===== config.mk =====
export PLATFORM = sky130hd
export DESIGN_NAME = codepoint_semantic_sort_key_unit
export DESIGN_NICKNAME = d
export VERILOG_FILES = /design/src/cssk_pkg.sv /design/src/codepoint_semantic_sort_key_unit.sv /design/src/cssk_decode.sv /design/src/cssk_scale.sv /design/src/cssk_pack.sv
export SDC_FILE = /design/constraint.sdc
export NUM_CORES = 1
export LEC_CHECK = 0
export CAP_MARGIN = 20
export CORE_MARGIN = 2
export CORE_UTILIZATION = 50
export CTS_CLUSTER_DIAMETER = 120
export DETAILED_ROUTE_END_ITERATION = 8
export DONT_BUFFER_PORTS = 1
export HOLD_SLACK_MARGIN = 0.03
export SLEW_MARGIN = 40
export SYNTH_ARGS = -nofsm -noshare
export SYNTH_HDL_FRONTEND = slang
export SYNTH_SLANG_ARGS = --single-unit

===== constraint.sdc =====
create_clock -name i_clk -period 8.16 [get_ports i_clk]
set_clock_uncertainty 0.1 [all_clocks]
set_input_delay 2.448 -clock i_clk [delete_from_list [all_inputs] [get_ports i_clk]]
set_output_delay 2.448 -clock i_clk [all_outputs]
set_load 0.01 [all_outputs]

===== src/cssk_pkg.sv =====
`timescale 1ns / 1ps
// shared types, class and script codes, and the letter folding tables for the sort key unit
// no dependencies

package cssk_pkg;

    // script ids
    localparam logic [6:0] SCR_LATIN    = 7'd0;
    localparam logic [6:0] SCR_GREEK    = 7'd1;
    localparam logic [6:0] SCR_CYRIL    = 7'd2;
    localparam logic [6:0] SCR_HEBREW   = 7'd3;
    localparam logic [6:0] SCR_ARABIC   = 7'd4;
    localparam logic [6:0] SCR_DEVA     = 7'd5;
    localparam logic [6:0] SCR_CJK      = 7'd6;
    localparam logic [6:0] SCR_EMOTICON = 7'd7;
    localparam logic [6:0] SCR_PICTO    = 7'd8;
    localparam logic [6:0] SCR_OTHER    = 7'd100;

    // semantic classes
    localparam logic [7:0] CLS_LATIN    = 8'd1;
    localparam logic [7:0] CLS_DIGIT    = 8'd3;
    localparam logic [7:0] CLS_GREEK    = 8'd4;
    localparam logic [7:0] CLS_CYRIL    = 8'd5;
    localparam logic [7:0] CLS_PUNCT    = 8'd10;
    localparam logic [7:0] CLS_EMOTICON = 8'd20;
    localparam logic [7:0] CLS_PICTO    = 8'd21;
    localparam logic [7:0] CLS_CJK      = 8'd30;
    localparam logic [7:0] CLS_SURR     = 8'd50;
    localparam logic [7:0] CLS_OTHER    = 8'd99;

    // case variants (high nibble of the variant byte)
    localparam logic [1:0] VAR_UPPER  = 2'd0;
    localparam logic [1:0] VAR_LOWER  = 2'd1;
    localparam logic [1:0] VAR_ACCENT = 2'd2;
    localparam logic [1:0] VAR_NONE   = 2'd3;

    // similarity offsets per class
    localparam logic [19:0] SIM_PUNCT_BASE = 20'd100000;
    localparam logic [19:0] SIM_GREEK_BASE = 20'd200000;
    localparam logic [19:0] SIM_CYRIL_BASE = 20'd299000;  // 300000 minus 1000 for base mod 1000
    localparam logic [19:0] SIM_EMO_BASE   = 20'd400000;
    localparam logic [19:0] SIM_PIC_BASE   = 20'd500000;
    localparam logic [19:0] SIM_CJK_BASE   = 20'd600000;
    localparam logic [19:0] SIM_SURR_BASE  = 20'd700000;
    localparam logic [19:0] SIM_OTHER_BASE = 20'd800000;
    localparam logic [19:0] SIM_OTHER_TOP  = 20'd899999;

    // remainder by 100000: q estimate = (cp * RECIP) >> RECIP_SHIFT, low by at most one
    localparam logic [11:0] RECIP       = 12'd2684;
    localparam int          RECIP_SHIFT = 28;
    localparam logic [20:0] MOD_DIV     = 21'd100000;
    localparam logic [20:0] GRP_SCALE   = 21'd1000;

    // stage 1 to stage 2
    typedef struct packed {
        logic [20:0] cp;
        logic [6:0]  script;
        logic [7:0]  cls;
        logic [7:0]  variant;
        logic [10:0] mul;
        logic [19:0] add;
        logic        is_mod;
        logic [32:0] prod;
    } t_s1;

    // stage 2 to stage 3
    typedef struct packed {
        logic [20:0] cp;
        logic [6:0]  script;
        logic [7:0]  cls;
        logic [7:0]  variant;
        logic [20:0] mk;
        logic [19:0] add;
        logic        is_mod;
        logic [20:0] qm;
    } t_s2;

    // accented latin-1 to ascii base, upper greek and cyrillic to lower
    function automatic logic [10:0] f_to_base(input logic [10:0] c);
        logic [10:0] b;
        b = c;
        if (c <= 11'h07F) begin
            b = c;
        end else if (c inside {[11'h0C0:11'h0C5]}) begin
            b = 11'h041;
        end else if (c inside {[11'h0C8:11'h0CB]}) begin
            b = 11'h045;
        end else if (c inside {[11'h0CC:11'h0CF]}) begin
            b = 11'h049;
        end else if (c inside {[11'h0D2:11'h0D6]}) begin
            b = 11'h04F;
        end else if (c inside {[11'h0D9:11'h0DC]}) begin
            b = 11'h055;
        end else if (c inside {[11'h0E0:11'h0E5]}) begin
            b = 11'h061;
        end else if (c inside {[11'h0E8:11'h0EB]}) begin
            b = 11'h065;
        end else if (c inside {[11'h0EC:11'h0EF]}) begin
            b = 11'h069;
        end else if (c inside {[11'h0F2:11'h0F6]}) begin
            b = 11'h06F;
        end else if (c inside {[11'h0F9:11'h0FC]}) begin
            b = 11'h075;
        end else if (c inside {[11'h391:11'h3A9], [11'h410:11'h42F]}) begin
            b = c + 11'h020;
        end
        return b;
    endfunction

    // ascii upper to lower
    function automatic logic [10:0] f_fold(input logic [10:0] c);
        logic [10:0] f;
        f = c;
        if (c inside {[11'h041:11'h05A]}) begin
            f = c + 11'h020;
        end
        return f;
    endfunction

    // homoglyph group; unlisted characters are their own group
    function automatic logic [10:0] f_group(input logic [10:0] c);
        logic [10:0] g;
        case (c)
            11'h030, 11'h04F, 11'h06F, 11'h0D8, 11'h0F8: g = 11'd0;
            11'h031, 11'h049, 11'h069, 11'h06C, 11'h07C: g = 11'd1;
            11'h032, 11'h05A, 11'h07A:                   g = 11'd2;
            11'h033:                                     g = 11'd3;
            11'h034:                                     g = 11'd4;
            11'h035, 11'h053, 11'h073:                   g = 11'd5;
            11'h036, 11'h047, 11'h067:                   g = 11'd6;
            11'h037:                                     g = 11'd7;
            11'h038, 11'h042, 11'h062:                   g = 11'd8;
            11'h039, 11'h071:                            g = 11'd9;
            default:                                     g = c;
        endcase
        return g;
    endfunction

endpackage


===== src/codepoint_semantic_sort_key_unit.sv =====
`timescale 1ns / 1ps
// top level of the codepoint sort key unit: three register stages with valid/stall flow
// depends on cssk_pkg, cssk_decode, cssk_scale, cssk_pack
//
// Usage
//   Input channel: i_valid / o_stall with i_code_point (21-bit codepoint).
//   Output channel: o_valid / i_stall with o_sort_key (63-bit key).
//   An item moves at a rising edge where valid is high and stall is low.
//   An accepted item passes r_s1 and r_s2, then shows on o_sort_key from r_key.
//   Throughput: one item per cycle while not stalled. Stage 1 decodes the codepoint and forms a
//   reciprocal product, stage 2 does the constant multiplies, stage 3 sums,
//   corrects the remainder by 100000 and packs the key into the output register.
//   When the receiver stalls, the output register holds its item; earlier
//   stages keep filling empty slots, so up to three items are buffered before
//   o_stall rises. Nothing is dropped or repeated.
//   Reset (synchronous, active low) empties all stages; no other state exists.
//   The block has no configuration registers.

module codepoint_semantic_sort_key_unit (
    input  logic        i_clk,
    input  logic        i_rst_n,
    input  logic        i_valid,
    output logic        o_stall,
    input  logic [20:0] i_code_point,
    output logic        o_valid,
    input  logic        i_stall,
    output logic [62:0] o_sort_key
);
    import cssk_pkg::*;

    t_s1         n_s1;
    t_s1         r_s1;
    t_s2         n_s2;
    t_s2         r_s2;
    logic [62:0] n_key;
    logic [62:0] r_key;
    logic        r_v1;
    logic        r_v2;
    logic        r_v3;
    logic        w_en1;
    logic        w_en2;
    logic        w_en3;

    // stage logic
    cssk_decode u_decode (
        .i_cp (i_code_point),
        .o_s1 (n_s1)
    );

    cssk_scale u_scale (
        .i_s1 (r_s1),
        .o_s2 (n_s2)
    );

    cssk_pack u_pack (
        .i_s2  (r_s2),
        .o_key (n_key)
    );

    // a stage loads when it is empty or its item moves on
    assign w_en3   = !r_v3 || !i_stall;
    assign w_en2   = !r_v2 || w_en3;
    assign w_en1   = !r_v1 || w_en2;
    assign o_stall = !w_en1;

    // valid bits
    always_ff @(posedge i_clk) begin
        if (!i_rst_n) begin
            r_v1 <= 1'b0;
            r_v2 <= 1'b0;
            r_v3 <= 1'b0;
        end else begin
            if (w_en1) begin
                r_v1 <= i_valid;
            end
            if (w_en2) begin
                r_v2 <= r_v1;
            end
            if (w_en3) begin
                r_v3 <= r_v2;
            end
        end
    end

    // payload registers
    always_ff @(posedge i_clk) begin
        if (w_en1) begin
            r_s1 <= n_s1;
        end
        if (w_en2) begin
            r_s2 <= n_s2;
        end
        if (w_en3) begin
            r_key <= n_key;
        end
    end

    assign o_valid    = r_v3;
    assign o_sort_key = r_key;

    // a blocked middle item keeps its place and payload
    a_s2_hold: assert property (@(posedge i_clk) disable iff (!i_rst_n)
        (r_v2 && !w_en3) |=> (r_v2 && $stable(r_s2)))
        else $error("stage 2 item lost while blocked");

    // unlisted codepoints land in the remainder band
    a_other_band: assert property (@(posedge i_clk) disable iff (!i_rst_n)
        (r_v3 && (o_sort_key[55:48] == CLS_OTHER)) |->
        ((o_sort_key[47:28] >= SIM_OTHER_BASE) && (o_sort_key[47:28] <= SIM_OTHER_TOP)))
        else $error("remainder out of range for unlisted codepoint");

    // latin script only for codepoints up to 0x24F
    a_latin_range: assert property (@(posedge i_clk) disable iff (!i_rst_n)
        (r_v3 && (o_sort_key[62:56] == SCR_LATIN)) |-> (o_sort_key[19:0] <= 20'h0024F))
        else $error("latin script on a codepoint above 0x24F");

    // an item entering a full pipe with a stalled output cannot be accepted
    a_full_stall: assert property (@(posedge i_clk) disable iff (!i_rst_n)
        (r_v1 && r_v2 && r_v3 && i_stall) |-> o_stall)
        else $error("input accepted while all stages are blocked");

endmodule


===== src/cssk_decode.sv =====
`timescale 1ns / 1ps
// stage 1: classify one codepoint into script, class, variant and similarity operands
// depends on cssk_pkg

module cssk_decode (
    input  logic [20:0]   i_cp,
    output cssk_pkg::t_s1 o_s1
);
    import cssk_pkg::*;

    logic [10:0] w_base;
    logic [10:0] w_grp;
    logic [20:0] w_d_emo;
    logic [20:0] w_d_pic;
    logic [20:0] w_d_cjk;
    logic [3:0]  w_digit;
    logic        w_up;
    logic        w_lo;
    logic        w_acc;
    logic        w_comb;
    logic [1:0]  w_var;

    // base letter and glyph group, only looked at for codepoints below 0x800
    assign w_base  = f_to_base(i_cp[10:0]);
    assign w_grp   = f_group(f_fold(w_base));
    assign w_d_emo = i_cp - 21'h1F600;
    assign w_d_pic = i_cp - 21'h1F300;
    assign w_d_cjk = i_cp - 21'h04E00;
    assign w_digit = i_cp[3:0];

    // case variant and combining mark flag
    always_comb begin
        w_up   = (i_cp inside {[21'h41:21'h5A], [21'h391:21'h3A9], [21'h410:21'h42F]});
        w_lo   = (i_cp inside {[21'h61:21'h7A], [21'h3B1:21'h3C9], [21'h430:21'h44F]});
        w_acc  = (i_cp inside {[21'h0C0:21'h24F]});
        w_comb = (i_cp inside {[21'h300:21'h36F]});
        if (w_up) begin
            w_var = VAR_UPPER;
        end else if (w_lo) begin
            w_var = VAR_LOWER;
        end else if (w_acc) begin
            w_var = VAR_ACCENT;
        end else begin
            w_var = VAR_NONE;
        end
    end

    // script id
    always_comb begin
        if (i_cp <= 21'h24F) begin
            o_s1.script = SCR_LATIN;
        end else if (i_cp inside {[21'h370:21'h3FF]}) begin
            o_s1.script = SCR_GREEK;
        end else if (i_cp inside {[21'h400:21'h4FF]}) begin
            o_s1.script = SCR_CYRIL;
        end else if (i_cp inside {[21'h590:21'h5FF]}) begin
            o_s1.script = SCR_HEBREW;
        end else if (i_cp inside {[21'h600:21'h77F]}) begin
            o_s1.script = SCR_ARABIC;
        end else if (i_cp inside {[21'h900:21'h97F]}) begin
            o_s1.script = SCR_DEVA;
        end else if (i_cp inside {[21'h2E80:21'h9FFF]}) begin
            o_s1.script = SCR_CJK;
        end else if (i_cp inside {[21'h1F600:21'h1F64F]}) begin
            o_s1.script = SCR_EMOTICON;
        end else if (i_cp inside {[21'h1F300:21'h1F5FF]}) begin
            o_s1.script = SCR_PICTO;
        end else begin
            o_s1.script = SCR_OTHER;
        end
    end

    // class and similarity operands: sim = mul * 1000 + add, or the remainder path
    always_comb begin
        o_s1.mul    = '0;
        o_s1.add    = '0;
        o_s1.is_mod = 1'b0;
        if (i_cp inside {[21'h41:21'h5A], [21'h61:21'h7A], [21'h0C0:21'h24F]}) begin
            o_s1.cls = CLS_LATIN;
            o_s1.mul = w_grp;
            o_s1.add = 20'(w_base);
        end else if (i_cp inside {[21'h30:21'h39]}) begin
            // digit value times ten thousand
            o_s1.cls = CLS_DIGIT;
            o_s1.mul = 11'({w_digit, 3'b000}) + 11'({w_digit, 1'b0});
        end else if (i_cp inside {[21'h21:21'h2F], [21'h3A:21'h40], [21'h5B:21'h60],
                                  [21'h7B:21'h7E]}) begin
            o_s1.cls = CLS_PUNCT;
            o_s1.add = SIM_PUNCT_BASE + 20'(i_cp[6:0]);
        end else if (i_cp inside {[21'h391:21'h3C9]}) begin
            o_s1.cls = CLS_GREEK;
            o_s1.mul = w_base;
            o_s1.add = SIM_GREEK_BASE + 20'(w_base);
        end else if (i_cp inside {[21'h410:21'h44F]}) begin
            o_s1.cls = CLS_CYRIL;
            o_s1.mul = w_base;
            o_s1.add = SIM_CYRIL_BASE + 20'(w_base);
        end else if (i_cp inside {[21'h1F600:21'h1F64F]}) begin
            o_s1.cls = CLS_EMOTICON;
            o_s1.add = SIM_EMO_BASE + 20'(w_d_emo[6:0]);
        end else if (i_cp inside {[21'h1F300:21'h1F5FF]}) begin
            o_s1.cls = CLS_PICTO;
            o_s1.add = SIM_PIC_BASE + 20'(w_d_pic[9:0]);
        end else if (i_cp inside {[21'h4E00:21'h9FFF]}) begin
            o_s1.cls = CLS_CJK;
            o_s1.add = SIM_CJK_BASE + 20'(w_d_cjk[14:0]);
        end else if (i_cp inside {[21'hD800:21'hDFFF]}) begin
            o_s1.cls = CLS_SURR;
            o_s1.add = SIM_SURR_BASE + 20'(i_cp[10:0]);
        end else begin
            o_s1.cls    = CLS_OTHER;
            o_s1.is_mod = 1'b1;
        end
    end

    // remaining fields and the reciprocal product for the remainder
    assign o_s1.cp      = i_cp;
    assign o_s1.variant = {2'b00, w_var, 3'b000, w_comb};
    assign o_s1.prod    = 33'(i_cp) * 33'(RECIP);

endmodule


===== src/cssk_scale.sv =====
`timescale 1ns / 1ps
// stage 2: group scaling by 1000 and quotient estimate times 100000
// depends on cssk_pkg

module cssk_scale (
    input  cssk_pkg::t_s1 i_s1,
    output cssk_pkg::t_s2 o_s2
);
    import cssk_pkg::*;

    logic [4:0] w_qe;

    // quotient estimate, never above the true quotient and at most one below
    assign w_qe = i_s1.prod[RECIP_SHIFT+4:RECIP_SHIFT];

    assign o_s2.mk      = 21'(i_s1.mul) * GRP_SCALE;
    assign o_s2.qm      = 21'(w_qe) * MOD_DIV;
    assign o_s2.cp      = i_s1.cp;
    assign o_s2.script  = i_s1.script;
    assign o_s2.cls     = i_s1.cls;
    assign o_s2.variant = i_s1.variant;
    assign o_s2.add     = i_s1.add;
    assign o_s2.is_mod  = i_s1.is_mod;

endmodule


===== src/cssk_pack.sv =====
`timescale 1ns / 1ps
// stage 3: remainder correction, similarity sum and key packing
// depends on cssk_pkg

module cssk_pack (
    input  cssk_pkg::t_s2 i_s2,
    output logic [62:0]   o_key
);
    import cssk_pkg::*;

    logic [20:0] w_rem;
    logic [20:0] w_rem_fix;
    logic [21:0] w_sum;
    logic [19:0] w_sim;

    // remainder below twice the divisor, one subtract brings it in range
    assign w_rem     = i_s2.cp - i_s2.qm;
    assign w_rem_fix = (w_rem >= MOD_DIV) ? (w_rem - MOD_DIV) : w_rem;
    assign w_sum     = 22'(i_s2.mk) + 22'(i_s2.add);

    // similarity kept to its low 20 bits
    always_comb begin
        if (i_s2.is_mod) begin
            w_sim = SIM_OTHER_BASE + 20'(w_rem_fix[16:0]);
        end else begin
            w_sim = w_sum[19:0];
        end
    end

    assign o_key = {i_s2.script, i_s2.cls, w_sim, i_s2.variant, i_s2.cp[19:0]};

endmodule

### Word-level counts from Yosys, hierarchy flattened

Cells that the tools add are included.

| cells by class | value |
|---|---|
| $add $sub $neg | 17 |
| $mul | 3 |
| $lt $le $gt $ge | 73 |
| eq/ne operators | 27 |
| multiplexer cells | 53 |
| reduce and logical (&&, ||, !) cells | 66 |

Operator list:

| kind | count |
|---|---|
| two-way mux 11 bit | 16 |
| == test 11 x 7 -> 1 bit, second input constant | 15 |
| two-way mux 20 bit | 7 |
| == test 11 x 6 -> 1 bit, second input constant | 10 |
| >= comparator 11 x 8 -> 1 bit, second input constant | 10 |
| less-or-equal comparator 11 x 8 -> 1 bit, second input constant | 10 |
| one-hot mux 11 bit (10 select lines) | 1 |
| >= comparator 21 x 11 -> 1 bit, second input constant | 5 |
| less-or-equal comparator 21 x 10 -> 1 bit, second input constant | 5 |
| less-or-equal comparator 21 x 11 -> 1 bit, second input constant | 5 |
| less-or-equal comparator 21 x 7 -> 1 bit, second input constant | 5 |
| >= comparator 21 x 10 -> 1 bit, second input constant | 4 |
| >= comparator 21 x 7 -> 1 bit, second input constant | 4 |
| >= comparator 21 x 17 -> 1 bit, second input constant | 3 |
| >= comparator 21 x 6 -> 1 bit, second input constant | 3 |
| two-way mux 31 bit | 2 |
| less-or-equal comparator 21 x 16 -> 1 bit, second input constant | 2 |
| less-or-equal comparator 21 x 17 -> 1 bit, second input constant | 2 |
| less-or-equal comparator 21 x 6 -> 1 bit, second input constant | 2 |
| logical AND 1 bit | 38 |
| multiplier 21 x 10 -> 31 bit, second input constant | 1 |
| adder 11 x 6 -> 11 bit, second input constant | 2 |
| == test 11 x 8 -> 1 bit, second input constant | 2 |
| less-or-equal comparator 11 x 7 -> 1 bit, second input constant | 2 |
| 46 further kinds | 83 |

| word-level totals | value |
|---|---|
| bits in registers | 254 |
| input bits | 25 |
| output and inout bits | 65 |
| word-level logic and storage cells | 269 |

### Longest topological paths before layout

| depth | value |
|---|---|
| depth after elaboration | 22 |
| gate-level depth with buffers | 24 |
| mapped depth without buffers | 23 |

### Modules after synthesis

From an unflattened synthesis, not the netlist that was laid out.

| unflattened totals | value |
|---|---|
| cell total of the unflattened synthesis | 2512 |
| area total of the unflattened synthesis | 25647.1 um^2 |

Modules (own cells, without submodules):

| module | instances | cells each | area each (um^2) | sequential area each (um^2) |
|---|---|---|---|---|
| cssk_decode | 1 | 1352 | 10308.6 | 0.0 |
| codepoint_semantic_sort_key_unit | 1 | 291 | 8491.9 | 8438.1 |
| cssk_pack | 1 | 495 | 3593.4 | 0.0 |
| cssk_scale | 1 | 374 | 3253.1 | 0.0 |

### Least setup slack after synthesis

Ideal clock, no wire load.

| path | value |
|---|---|
| kind | in2reg |
| start | in i_code_point[2] |
| end | reg r_s1[32] in the netlist's numbering, data pin |
| library setup time | 260 ps |
| arrival time | 7163 ps |
| data required time | 7800 ps |
| path slack | 637 ps |
| stages on the path | 24 |
| buffers on the path | 1 |
| cells stage by stage | clkbuf_1 inv_1 fa_1 inv_1 ha_1 ha_1 inv_1 fa_1 fa_1 inv_1 ha_1 a21o_1 a21o_1 a21o_1 a21o_1 a21o_1 a21o_1 a21o_1 a21oi_1 o21ai_0 a41o_1 o21a_1 nor2_1 xnor2_1 |

RTL lines:

| what | line | RTL |
|---|---|---|
| start: declaration | codepoint_semantic_sort_key_unit.sv:24 | `input logic [20:0] i_code_point,` |
| end signal: assignment | codepoint_semantic_sort_key_unit.sv:88 | `r_s1 <= n_s1;` |
| end: declaration | codepoint_semantic_sort_key_unit.sv:32 | `t_s1 r_s1;` |

==> summary.txt <==
Global route
  – Antenna violations before repair: 1
  – Vias in the first global route: 15,500
  – Largest net degree at the start of global routing: 71
  – First-pass GRT wire length: 88.4 mm
  – Gr ovfl total: 0
  – Overall Global Routing Usage: 0.268

Floorplanning
  – Io pins: 90
  – # rows: 74
  – Core area: 40,600 µm²
  – Die width: 206 µm
  – Initial cell density of the core: 0.504
  – Die area: 42,600 µm²
  – Die height: 206 µm

Clock tree
  – Cts hold-fix bufs: 0
  – Clock buffer depth: 3
  – CTS tree: built
  – Worst skew pair latency: 510 ps
  – Root buffer cell: clkbuf_16
  – Clock Sink Count: 219
  – Setup Buffers After CTS: 0
  – H-tree levels: 1
  – Clk slew on worst S/H paths: 70 ps
  – Cts repair resizes: 0
  – Number of buffers created by CTS: 23

Placed design
  – Placer congestion estimate: 0.997
  – Port-buffer cells: 0
  – HPWL Detailed: 43.9 mm
  – Dpl cells: 2,522

Cells and area
  – Diodes inserted: 0
  – Final Util: 0.540
  – Final nets: 2,457
  – Share of layout cells above drive strength 1: 0.0650
  – Filler cell count: 3,578
  – P&R area growth vs syn: 7.18%
  – Fin cells: 2,562

Logic synthesis
  – Synth top cells by count: ha_1, edfxtp_1, inv_1
  – Post-Syn Area: 20,500 µm²
  – Largest area contributor in the netlist: edfxtp_1
  – Post-synth ARST share: 0
  – Synth unique cells: 105
  – Primary FF master, synth: edfxtp_1
  – Flops & latches, synth: 219
  – Top-count cell post-synth: ha_1
  – Sequential element share of the synthesized area: 0.320
  – Post-synth top area share: 0.317
  – Post-synth EDFFs: 216
  – Post-Syn Instances: 2,004
  – Area contributors post-synth: edfxtp_1, ha_1, fa_1
  – Yosys warnings: 0
  – Mapped Avg Cell Area: 10.2 µm²

Setup path
  – Delay-heaviest family, CP: compound AO/OA/AOI/OAI gates
  – CP Max Fanout: 22
  – Buf/Inv on CP: 3
  – Slowest stage cell, crit path: o32ai_1
  – CP Capture Type: flip-flop
  – Most common cell on crit path: nor2_1
  – Crit path kind: in2reg
  – Crit-path cells: inv_1, ha_1, a21bo_2, nor2_1, o32ai_1, nand3_2, nand4b_4, a2bb2oi_2, buf_4, inv_2, nor2_1, a311oi_2, o22ai_2, nor2_4, mux2_4, or4_1, o32a_2, a31oi_4, o21ai_1
  – Worst Path Arrival: 7480 ps
  – Data required time at the worst endpoint: 8300 ps
  – Crit path largest cell delay: 580 ps
  – Worst Setup Start Kind: input pin

STA
  – Setup Viol. Count Final: 0
  – Fin crit share: 0.899
  – RSZ-0062 raised after global routing: false
  – Fin crit period: 7340 ps
  – Final hold vios: 0
  – Fmax achieved: 136 MHz
  – Slew margin rel.: 0.412
  – Post-Route Setup TNS: 0 ps
  – Slew @ Worst Pin: 882 ps
  – Slew Viols, Final: 0

Routing
  – WL final: 56.2 mm
  – Vias: 15,300
  – Drt pass-1 iters: 6
  – Final ANT Viol Nets: 0
  – DRC viols: 0
  – DRT iter0 DRCs: 1,312
  – Avg Vias per Cell: 5.97
  – Routed wire length per instance: 21.9 µm

Power
  – Worst vdd ir: 0.170 mV
  – Total Power: 0.00636 W
  – Power density over cell area: 290 nW/µm²
  – Static Leak: 9.72 nW

Outcome
  – Status: completed

Hold path
  – Hold WC Path Type: reg2reg

Flow run
  – Max_cap viols: 0
==> through the flow <==
stage | setup WS (ps) | hold WS [ps] | area [µm²]
after floorplan | 637 | 300 | 20500
after global placement | 368 | 301 | 21200
after detailed placement | 337 | 305 | 21200
after CTS | 854 | 310 | 21900
after global routing | 503 | 323 | 22000
final | 823 | 314 | 22000
==> worst reg2reg max path: stages (launching register included) <==
cell and delay (ps):
edfxtp_1 430, inv_1 100, ha_1 160, inv_1 60, fa_1 400, a21o_1 170, a21oi_1 300, o21bai_1 140
a2111oi_0 630, nor2_1 120, xnor2_1 430, o2111ai_1 180, o211ai_1 240, and3_1 570, nor2_1 130, xnor2_1 290
ha_1 240, inv_1 50, a21oi_1 250, o21ai_0 160, xor2_1 190, a21oi_1 100
==> cell families (layout without fill, tap and decap cells) <==
family | count (synthesis) | in the layout | synth area share
xor gates and xnor gates | 90 | 90 | 0.0385
AOI/OAI and AO/OA | 483 | 483 | 0.159
muxes | 11 | 11 | 0.00586
adders and majority gates | 417 | 417 | 0.301
buffers and inverters | 278 | 298 | 0.0544
other | 1 | 7 | 0.000183
DFF | 219 | 219 | 0.320
and+or+nand+nor | 505 | 505 | 0.121
==> routing by layer <==
metal | wire length, µm | part of all wire | vias up | global-route usage
li1 | - | - | 7197 | -
met5 | 12 | 0.00021 | - | 0
met4 | 1720 | 0.031 | 2 | 0.0809
met1 | 24400 | 0.43 | 7458 | 0.366
met3 | 3320 | 0.059 | 117 | 0.0295
met2 | 26700 | 0.48 | 522 | 0.448
==> state kept, by name (all words and copies together), names as in the netlist <==
name and flops:
o_sort_key 55, o_valid 1, r_s1 72, r_s2 89, r_v1 1, r_v2 1
==> cell type report <==
class | count | area, µm² | share of cell area
multi-input combinational | 1513 | 12900 | 0.586
clock inverter | 16 | 133 | 0.00604
clock buffer | 24 | 579 | 0.0264
sequential | 219 | 6550 | 0.298
tap | 532 | 666 | 0.0303
inverter | 212 | 797 | 0.0363
timing repair buffer | 46 | 364 | 0.0166
==> placed cells by master (no fill, tap or decap), types with 53 or more instances in the layout <==
cell	netlist	final
o21ai_0	104	104
xnor2_1	65	65
ha_1	290	290
edfxtp_1	216	216
inv_1	208	207
nor2_1	114	114
fa_1	127	127
a21oi_1	125	125
nand3_1	53	53
nand2_1	149	147
==> path summary, 6_finish.rpt <==
kind	startpoint	to	slack, ps	cells past startpoint
max	i_code_point[9]	r_s1[56]$_DFFE_PN_	820	19
min	r_s2[79]$_DFFE_PP_	o_sort_key[56]$_DFFE_PP_	310	0
max reg2reg	r_s2[91]$_DFFE_PP_	o_sort_key[44]$_DFFE_PP_	2480	21
min reg2reg	r_s2[79]$_DFFE_PP_	o_sort_key[56]$_DFFE_PP_	310	0
==> report_power, final <==
part	internal (W)	switching [W]	leakage (nW)
clock network	0.000554	0.000429	0.340
registers	0.00159	0.000160	2.40
logic	0.00156	0.00207	6.98
Power figures use the tool's default switching activity.
